===== src/hdl/dq_pkg.sv =====
// Package for the double-ended queue: command and status codes and the
// field types shared by the queue logic.
// No dependencies.
package dq_pkg;

  typedef logic [2:0] cmd_t;
  typedef logic [1:0] status_t;

  localparam cmd_t CMD_PUSH_FRONT = 3'd0;
  localparam cmd_t CMD_PUSH_REAR  = 3'd1;
  localparam cmd_t CMD_POP_FRONT  = 3'd2;
  localparam cmd_t CMD_POP_REAR   = 3'd3;
  localparam cmd_t CMD_LIST       = 3'd4;

  localparam status_t STAT_OK         = 2'd0;
  localparam status_t STAT_UNDERFLOW  = 2'd1;
  localparam status_t STAT_FULL       = 2'd2;
  localparam status_t STAT_LIST_EMPTY = 2'd3;

  localparam int DATA_W = 32;

endpackage


===== src/hdl/double_ended_queue.sv =====
// Double-ended queue held as a ring in one synchronous memory, with front
// pointer, occupancy count, read sequencer and a registered result stage.
// Depends on dq_pkg.
//
//   channel   direction  handshake            payload
//   in_       input      in_valid / in_stall  in_cmd, in_value
//   out_      output     out_valid / out_stall out_status, out_data, out_last
//
// A push, a refused push, an underflow or a list of an empty queue gives its
// result in the output register in the cycle after the transaction.
// A pop reads its entry into the read data register and then loads it into
// the output register, because the entry memory has a registered read port.
// A list reads its first entry the same way and then hands on one
// entry per cycle while the output is not stalled; DEPTH entries at most.
// A new transaction is taken once the last result of the previous one has
// been loaded into the output register and that register is free.
// Reset empties the queue at once; entries are not cleared.
module double_ended_queue
  import dq_pkg::*;
#(
  parameter int DEPTH = 64
) (
  input  logic                     clk,
  input  logic                     rst_n,
  input  logic                     in_valid,
  output logic                     in_stall,
  input  cmd_t                     in_cmd,
  input  logic signed [DATA_W-1:0] in_value,
  output logic                     out_valid,
  input  logic                     out_stall,
  output status_t                  out_status,
  output logic signed [DATA_W-1:0] out_data,
  output logic                     out_last
);

  localparam int AW = $clog2(DEPTH);
  localparam int CW = $clog2(DEPTH + 1);
  localparam int SW = AW + 1;

  localparam logic S_IDLE = 1'b0;
  localparam logic S_SEND = 1'b1;

  logic                     state_r, state_nxt;
  logic [AW-1:0]            head_r, head_nxt;
  logic [CW-1:0]            occ_r, occ_nxt;
  logic [AW-1:0]            k_r, k_nxt;
  logic [AW-1:0]            end_r, end_nxt;
  logic [AW-1:0]            rd_ptr_r, rd_ptr_nxt;

  logic                     out_valid_r, out_valid_nxt;
  status_t                  out_status_r, out_status_nxt;
  logic signed [DATA_W-1:0] out_data_r, out_data_nxt;
  logic                     out_last_r, out_last_nxt;

  logic signed [DATA_W-1:0] mem [DEPTH];
  logic signed [DATA_W-1:0] rd_data_r;

  logic                     rd_en, wr_en;
  logic [AW-1:0]            wr_addr;
  logic                     out_load;
  logic                     out_free, in_acc;
  logic                     is_full, is_empty;
  logic [SW-1:0]            rear_sum, tail_sum;
  logic [AW-1:0]            rear_pos, tail_pos;
  logic [AW-1:0]            head_inc, head_dec, rd_ptr_inc;

  assign out_free = !out_valid_r || !out_stall;
  assign in_stall = (state_r != S_IDLE) || !out_free;
  assign in_acc   = in_valid && !in_stall;

  assign is_full  = (occ_r == CW'(DEPTH));
  assign is_empty = (occ_r == '0);

  // Ring positions: the free slot after the rear and the rear entry itself.
  assign rear_sum = {1'b0, head_r} + SW'(occ_r);
  assign rear_pos = (rear_sum >= SW'(DEPTH)) ? AW'(rear_sum - SW'(DEPTH))
                                             : AW'(rear_sum);
  assign tail_sum = rear_sum - SW'(1);
  assign tail_pos = (tail_sum >= SW'(DEPTH)) ? AW'(tail_sum - SW'(DEPTH))
                                             : AW'(tail_sum);

  assign head_inc   = (head_r == AW'(DEPTH - 1)) ? '0 : head_r + 1'b1;
  assign head_dec   = (head_r == '0) ? AW'(DEPTH - 1) : head_r - 1'b1;
  assign rd_ptr_inc = (rd_ptr_r == AW'(DEPTH - 1)) ? '0 : rd_ptr_r + 1'b1;

  always_comb begin
    state_nxt      = state_r;
    head_nxt       = head_r;
    occ_nxt        = occ_r;
    k_nxt          = k_r;
    end_nxt        = end_r;
    rd_ptr_nxt     = rd_ptr_r;
    rd_en          = 1'b0;
    wr_en          = 1'b0;
    wr_addr        = rear_pos;
    out_load       = 1'b0;
    out_status_nxt = STAT_OK;
    out_data_nxt   = '0;
    out_last_nxt   = 1'b1;

    if (state_r == S_IDLE) begin
      if (in_acc) begin
        case (in_cmd)
          CMD_PUSH_FRONT, CMD_PUSH_REAR: begin
            out_load = 1'b1;
            if (is_full) begin
              out_status_nxt = STAT_FULL;
            end else begin
              wr_en   = 1'b1;
              occ_nxt = occ_r + 1'b1;
              if (in_cmd == CMD_PUSH_FRONT) begin
                head_nxt = head_dec;
                wr_addr  = head_dec;
              end
            end
          end
          CMD_POP_FRONT, CMD_POP_REAR: begin
            if (is_empty) begin
              out_load       = 1'b1;
              out_status_nxt = STAT_UNDERFLOW;
            end else begin
              rd_en     = 1'b1;
              occ_nxt   = occ_r - 1'b1;
              k_nxt     = '0;
              end_nxt   = '0;
              state_nxt = S_SEND;
              if (in_cmd == CMD_POP_FRONT) begin
                rd_ptr_nxt = head_r;
                head_nxt   = head_inc;
              end else begin
                rd_ptr_nxt = tail_pos;
              end
            end
          end
          CMD_LIST: begin
            if (is_empty) begin
              out_load       = 1'b1;
              out_status_nxt = STAT_LIST_EMPTY;
            end else begin
              rd_en      = 1'b1;
              rd_ptr_nxt = head_r;
              k_nxt      = '0;
              end_nxt    = AW'(occ_r - 1'b1);
              state_nxt  = S_SEND;
            end
          end
          default: begin
            // Unused command codes are taken and dropped.
          end
        endcase
      end
    end else begin
      // The read data register holds entry k; hand it on and fetch the next.
      if (out_free) begin
        out_load     = 1'b1;
        out_data_nxt = rd_data_r;
        out_last_nxt = (k_r == end_r);
        if (k_r == end_r) begin
          state_nxt = S_IDLE;
        end else begin
          k_nxt      = k_r + 1'b1;
          rd_ptr_nxt = rd_ptr_inc;
          rd_en      = 1'b1;
        end
      end
    end
  end

  always_comb begin
    if (out_load) begin
      out_valid_nxt = 1'b1;
    end else if (out_valid_r && !out_stall) begin
      out_valid_nxt = 1'b0;
    end else begin
      out_valid_nxt = out_valid_r;
    end
  end

  always_ff @(posedge clk) begin
    if (!rst_n) begin
      state_r     <= S_IDLE;
      head_r      <= '0;
      occ_r       <= '0;
      k_r         <= '0;
      end_r       <= '0;
      rd_ptr_r    <= '0;
      out_valid_r <= 1'b0;
    end else begin
      state_r     <= state_nxt;
      head_r      <= head_nxt;
      occ_r       <= occ_nxt;
      k_r         <= k_nxt;
      end_r       <= end_nxt;
      rd_ptr_r    <= rd_ptr_nxt;
      out_valid_r <= out_valid_nxt;
    end
  end

  always_ff @(posedge clk) begin
    if (out_load) begin
      out_status_r <= out_status_nxt;
      out_data_r   <= out_data_nxt;
      out_last_r   <= out_last_nxt;
    end
  end

  // Entry memory: one write port, one registered read port.
  always_ff @(posedge clk) begin
    if (wr_en) begin
      mem[wr_addr] <= in_value;
    end
    if (rd_en) begin
      rd_data_r <= mem[rd_ptr_nxt];
    end
  end

  assign out_valid  = out_valid_r;
  assign out_status = out_status_r;
  assign out_data   = out_data_r;
  assign out_last   = out_last_r;

  a_occ_bound: assert property (@(posedge clk) disable iff (!rst_n)
    occ_r <= CW'(DEPTH))
    else $error("occupancy exceeds the store depth");

  a_push_count: assert property (@(posedge clk) disable iff (!rst_n)
    (in_acc && (in_cmd == CMD_PUSH_FRONT || in_cmd == CMD_PUSH_REAR) && !is_full)
    |=> (occ_r == $past(occ_r) + 1'b1))
    else $error("accepted push did not grow the queue by one");

  a_pop_count: assert property (@(posedge clk) disable iff (!rst_n)
    (in_acc && (in_cmd == CMD_POP_FRONT || in_cmd == CMD_POP_REAR) && !is_empty)
    |=> (occ_r == $past(occ_r) - 1'b1))
    else $error("accepted pop did not shrink the queue by one");

  a_walk_bound: assert property (@(posedge clk) disable iff (!rst_n)
    (state_r == S_SEND) |-> (k_r <= end_r))
    else $error("list walk ran past the rear entry");

  a_not_last: assert property (@(posedge clk) disable iff (!rst_n)
    (out_valid_r && !out_last_r) |-> (state_r == S_SEND))
    else $error("non-final result outside a list walk");

endmodule

===== config.mk =====
export PLATFORM = sky130hd
export DESIGN_NAME = double_ended_queue
export DESIGN_NICKNAME = d
export VERILOG_FILES = /design/src/hdl/dq_pkg.sv /design/src/hdl/double_ended_queue.sv
export SDC_FILE = /design/constraint.sdc
export NUM_CORES = 2
export LEC_CHECK = 0
export BUFFER_PORTS_ARGS = -buffer_cell sky130_fd_sc_hd__buf_2
export CAP_MARGIN = 40
export CORE_AREA = 2 2 278 554
export CTS_CLUSTER_DIAMETER = 200
export DETAILED_ROUTE_END_ITERATION = 8
export DIE_AREA = 0 0 280 556
export HOLD_SLACK_MARGIN = 0.15
export PLACE_DENSITY = 0.75
export SYNTH_ARGS = -nofsm -noshare
export SYNTH_HDL_FRONTEND = slang
export SYNTH_SLANG_ARGS = --single-unit

===== constraint.sdc =====
create_clock -name clk -period 5.5 [get_ports clk]
set_input_delay 0.825 -clock clk [delete_from_list [all_inputs] [get_ports clk]]
set_output_delay 0.825 -clock clk [all_outputs]
set_load 0.05 [all_outputs]

# Word level (Yosys, flattened, before mapping)
# Memories as Yosys holds them, arrays and structs flattened. A register that Yosys moved wholly into a read port is not among the register bits.
# Cells that the tools add are included.
# word_totals
output_inout_bits,37
inputBits,39
ramBits,2048
mem_count,1
latchBits,0
romBits,0
reg_bits,68
# memory_table
name,depth,width,rd,rd_ports_with_merged_regs,write_ports,line,source
mem,64,32,1,1,1,double_ended_queue.sv:55,logic signed [DATA_W-1:0] mem [DEPTH];
# classes
muxes,59
shift,0
div_mod_pow,0
addsub,10
magnitude_cmp,2
mul,0
eq_ne,16
bitwise_logic,2
reduce_logical,25
# ops
cell,count
two-way mux 6 bit,28
case mux 6 bit (2 select lines),3
two-way mux 1 bit,21
"adder 6 x 1 -> 6 bit, second input constant",3
"subtractor 6 x 1 -> 6 bit, second input constant",3
AND reduction 5 bit,3
"greater-or-equal comparator 7 bit, second input constant",2
two-way mux 7 bit,2
"inequality test 2 bit, second input constant",7
case mux 7 bit (2 select lines),1
"subtractor 7 x 1 -> 7 bit, second input constant",2
"== test 6 bit, second input constant",2
nonzero test 2 bit,5
adder 6 x 7 -> 7 bit,1
"adder 7 x 1 -> 7 bit, second input constant",1
"== test 7 bit, second input constant",1
logical NOT 7 bit,1
AND reduction 7 bit,1
"== test 3 x 2 -> 1 bit, second input constant",2
== test 6 bit,1
logical NOT 6 bit,1
case mux 2 bit (3 select lines),1
OR reduction 2 bit,3
logical NOT 1 bit,4
other kinds (11),15

# Depth between registers and ports, before layout
# depth
word_depth,10
ltp_mapped,17
ltp_nobuf,14

# Worst setup path after synthesis
# OpenSTA, ideal clock, no wires.
# synth_path
path_kind,register to register
start,register occ_r[0]
end,memory mem[11][0] (enable)
t_arrival_ps,4987
required_ps,5039
setup_time_ps,461
setup_slack_ps,52
period_less_slack_ps,5448
stages_incl_launch_ff,13
cell_sequence,dfxtp_1 -> clkbuf_1 -> inv_1 -> ha_1 -> or3b_4 -> nor3_1 -> nand2_1 -> nand2_1 -> or2_2 -> clkbuf_1 -> mux2i_1 -> nand3_1 -> nor3_1
# synth_between
elab_chain_cells,8
word_cells_on_any_way,16
cone_classes,add/sub (2); order compare (1); eq/ne (1); mux (12)
# synth_lines
item,line,source
from (decl),double_ended_queue.sv:45,"logic [CW-1:0] occ_r, occ_nxt;"
from (signal assigned),double_ended_queue.sv:191,occ_r <= occ_nxt;
adder 6 x 7 -> 7 bit,double_ended_queue.sv:75,"assign rear_sum = {1'b0, head_r} + SW'(occ_r);"
subtractor 6 x 1 -> 6 bit / greater-or-equal comparator 7 bit (equally long branches),double_ended_queue.sv:76,assign rear_pos = (rear_sum >= SW'(DEPTH)) ? AW'(rear_sum - SW'(DEPTH))
two-way mux 6 bit,double_ended_queue.sv:76,
two-way mux 6 bit,double_ended_queue.sv:111,if (in_cmd == CMD_PUSH_FRONT) begin
two-way mux 6 bit,double_ended_queue.sv:106,if (is_full) begin
two-way mux 6 bit,double_ended_queue.sv:103,case (in_cmd)
two-way mux 6 bit,double_ended_queue.sv:102,if (in_acc) begin
two-way mux 6 bit,double_ended_queue.sv:101,if (state_r == S_IDLE) begin
to (decl),double_ended_queue.sv:55,
# Several ways; a longest one is shown, not always the timed one.

# Worst setup path after layout
# layout_path
start,register occ_r[1]
end,"register rd_data_r[8], read port of mem (data pin)"
# layout_between
elab_chain_cells,9
word_cells_on_any_way,16
cone_classes,add/sub (3); order compare (1); mux (11); reduce/logical (1)
# layout_lines
item,line,source
adder 6 x 7 -> 7 bit,double_ended_queue.sv:75,
subtractor 7 x 1 -> 7 bit,double_ended_queue.sv:78,assign tail_sum = rear_sum - SW'(1);
subtractor 6 x 1 -> 6 bit / greater-or-equal comparator 7 bit (equally long branches),double_ended_queue.sv:79,assign tail_pos = (tail_sum >= SW'(DEPTH)) ? AW'(tail_sum - SW'(DEPTH))
two-way mux 6 bit,double_ended_queue.sv:79,
two-way mux 6 bit,double_ended_queue.sv:127,if (in_cmd == CMD_POP_FRONT) begin
two-way mux 6 bit,double_ended_queue.sv:118,if (is_empty) begin
case mux 6 bit (2 select lines),double_ended_queue.sv:103,
two-way mux 6 bit,double_ended_queue.sv:102,
two-way mux 6 bit,double_ended_queue.sv:101,
to (decl),double_ended_queue.sv:56,logic signed [DATA_W-1:0] rd_data_r;
# Several ways; a longest one is shown, not always the timed one.
# A chain may end at the register's enable or synchronous reset.

==> impl_metrics.json <==
{
  "num-fill-cells": 10216,
  "p_sw_w": 0.00854,
  "synth_simple_gate_area_share_pct": 11.0,
  "power_leakage_nw": 32.0,
  "place.gp.congestion": 0.911,
  "netSwitchingFraction_pct": 24.8,
  "p_clk_share_pct": 34.8,
  "worst-path-max-fanout": 51,
  "die_x_um": 280,
  "final_cell_area_um2": 96000,
  "tightest_slew_ns": 0.887,
  "numCtsBuffers": 176,
  "grt_use_total_pct": 31.1,
  "synth-seq-cells": 2148,
  "drv_slew": 0,
  "holdWs_ns": 0.291,
  "synth_area_leaders": "edfxtp_1, nand2_1, and3_1",
  "synth.cell_area_um2": 85700,
  "failed_checks": "design-rule violations",
  "synthXorXnorAreaFrac_pct": 0.362,
  "clock-sinks": 2148,
  "area_growth_pct": 12.0,
  "regArea_um2": 64200,
  "min_from": "in_value[7]",
  "vias": 54719,
  "final.setup.tns_ns": 0,
  "run_status": "finished, violations left",
  "final-hold-violation-count": 0,
  "initial_core_util_pct": 56.6,
  "finalWirelength_um": 244000,
  "crit_arrival_ns": 5.76,
  "fmax_ghz": 0.198,
  "clock_skew_ns": 0.0418,
  "crit_chain": "inv_1, ha_1, or3b_4, or4_1, nand2b_4, o21ai_2, nor2_4, buf_12, buf_12, buf_12, nand2_1, and3_1, a311o_1, a31oi_1, a22o_1",
  "setup_viol": 0,
  "rsz0062_at_grt": "false",
  "synth_area_per_cell_um2": 14.6,
  "core_um2": 151000,
  "num_io_pins": 76,
  "drt_iter0_markers": 7440,
  "async_flop_share_pct": 0,
  "synth-edff-count": 2115,
  "period_needed_ns": 5.06,
  "die-area_um2": 156000,
  "intPower_w": 0.0259,
  "path_buf_inv": 4,
  "ys_types": 82,
  "stdcell_count": 8043,
  "yosysSeqAreaShare_pct": 74.8,
  "cts_hold_buf": 0,
  "synth_area_leader_cell": "edfxtp_1",
  "multi_input_area_um2": 20100,
  "post_cts_resized": 0,
  "r2r-start": "occ_r[1]",
  "crit_top_cell": "buf_12",
  "place_area_um2": 90700,
  "synth_top_family_by_area": "simple AND/OR/NAND/NOR gates",
  "crit_type": "reg -> reg",
  "routedWlPerCell_um": 30.3,
  "hp-class": "in -> reg",
  "drtPass1Iterations": 9,
  "cp.required_ns": 6.20,
  "crit_start": "occ_r[1]",
  "drc_errors": 2,
  "grt_antenna_before_repair": 19,
  "insertion_delay_ns": 0.83,
  "synth_compound_area_share_pct": 8.14,
  "period_share_pct": 92.1,
  "synthFlopType": "edfxtp_1",
  "post-cts-setup-buffer-count": 0,
  "cts_tree": "done",
  "combPwrFrac_pct": 12.5,
  "slew-limit-headroom_pct": 40.9,
  "clk_transition_reported_paths_ns": 0.07,
  "yosys.area_share.adder_pct": 0.213,
  "clock_tree.root_cell": "clkbuf_16",
  "critical-path-max-stage-delay_ns": 0.59,
  "syn-instance-count": 5857,
  "place.detailed.hpwl_um": 145000,
  "syn_nets": 5910,
  "overflow": 0,
  "powerDensity_nw_per_um2": 358,
  "synth_top_cell_area_share_pct": 74.1,
  "io_buffers": 75,
  "cp_top_family": "simple AND/OR/NAND/NOR gates",
  "end_kind": "flop",
  "grt_pass1_wl_um": 353000,
  "ant_nets": 0,
  "ir_drop_v": 0.000237,
  "yosys_warnings": 0,
  "dp.cells": 7737,
  "die_y_um": 556,
  "ctsHtreeMaxLevel": 4,
  "clock_path_buffers": 4,
  "power.total_w": 0.0344,
  "grt_pass1_vias": 54515,
  "drive_gt1_share_pct": 12.9,
  "crit_slowest_cell": "a31oi_1",
  "grt_max_degree": 113,
  "startpoint_type": "flop",
  "fin_nets": 6030,
  "p_seq_share_pct": 52.6,
  "drv_cap": 0,
  "core.rowCount": 202,
  "viasPerCell": 6.80,
  "synthMuxAreaShare_pct": 3.11
}
[kinds of logic (layout without fill, tap and decap cells)]
logic type,after synthesis,in the layout
compound gates,969,969
xor+xnor,32,32
fa+ha+maj,14,14
buf+inv,438,682
flops,2148,2148
mux,159,159
other cells,0,4
simple gates,2097,2097
[cell usage after synthesis, drive strengths merged, types with 8 or more instances]
cell type  count
mux2i         68
o21ai         67
a211oi       235
a311oi       149
o22ai         17
and3         318
nor3          55
o221ai        25
inv           14
a22oi         27
or4            8
dfxtp         33
nor2          82
nor2b         12
xnor2         12
a21oi        116
a221oi        16
nand3        321
a32oi          8
nand2       1243
a311o         21
ha            13
a2111oi       10
clkbuf       172
buf          252
edfxtp      2115
a22o          15
a31oi        205
a211o         11
mux4          85
xor2          18
and2          23
[power by group through the flow]
stage                     Combinational [W]  Clock (W)  Sequential (W)
after floorplan                     0.00247          0          0.0185
after global placement              0.00405          0          0.0185
after detailed placement            0.00420          0          0.0185
after CTS                           0.00423     0.0120          0.0181
after global routing                0.00452     0.0126          0.0181
final                               0.00431     0.0120          0.0181
[per-layer routing]
metal	part of all wire, %	up-vias	GRT usage (%)
li1	-	22846	-
met2	50	3821	52.6
met3	10	1005	5.15
met4	7.7	16	21.5
met5	0.049	-	0
met1	32	27031	36.3
[path summary, 6_finish.rpt]
path	endpoint	slack, ns	cells past startpoint
setup / recovery	rd_data_r[8]	0.44	15
hold / removal	mem[24][7]	0.29	1
setup reg to reg	rd_data_r[8]	0.44	15
hold reg to reg	k_r[5]	0.51	1
[through the flow]
step                setup WS, ns  util (%)
global route               0.222      63.4
CTS                        0.536      63.4
global placement           0.420      59.5
floorplan                 0.0524         -
finish                     0.437      63.4
detailed placement         0.356      59.9
[flip-flops by register name (all words and copies together), names as in the netlist]
register and flops:
rd_ptr_r 6, k_r 6, out_last 1, head_r 6
mem 2048, out_status 2, rd_data_r 32, end_r 6
state_r 1, occ_r 7, out_data 32, out_valid 1
[area by class of cell]
class | instances | share of cell area [%]
sequential | 2148 | 66.8
clock buffer | 217 | 4.81
tap | 1938 | 2.53
inverter | 14 | 0.0547
antenna | 4 | 0.0104
clock inverter | 85 | 0.698
timing repair buffer | 366 | 4.19
multi-input combinational | 3271 | 20.9
[cells in the final DEF, fill, tap and decap left out, types with 23 or more instances in the layout]
| cell type | count |
|---|---|
| a211oi_1 | 235 |
| a21oi_1 | 113 |
| a22oi_1 | 27 |
| a311oi_1 | 148 |
| a31oi_1 | 205 |
| and2_1 | 23 |
| and3_1 | 318 |
| buf_12 | 115 |
| buf_2 | 75 |
| buf_4 | 172 |
| clkbuf_1 | 38 |
| clkbuf_16 | 179 |
| clkinv_1 | 35 |
| clkinv_2 | 27 |
| dfxtp_1 | 32 |
| edfxtp_1 | 2115 |
| mux2i_1 | 68 |
| mux4_2 | 85 |
| nand2_1 | 1239 |
| nand3_1 | 321 |
| nor2_1 | 47 |
| nor2_4 | 34 |
| nor3_1 | 23 |
| nor3_2 | 32 |
| o21ai_0 | 60 |
| o221ai_1 | 25 |
Note: power is estimated with default switching activity, not from simulation.
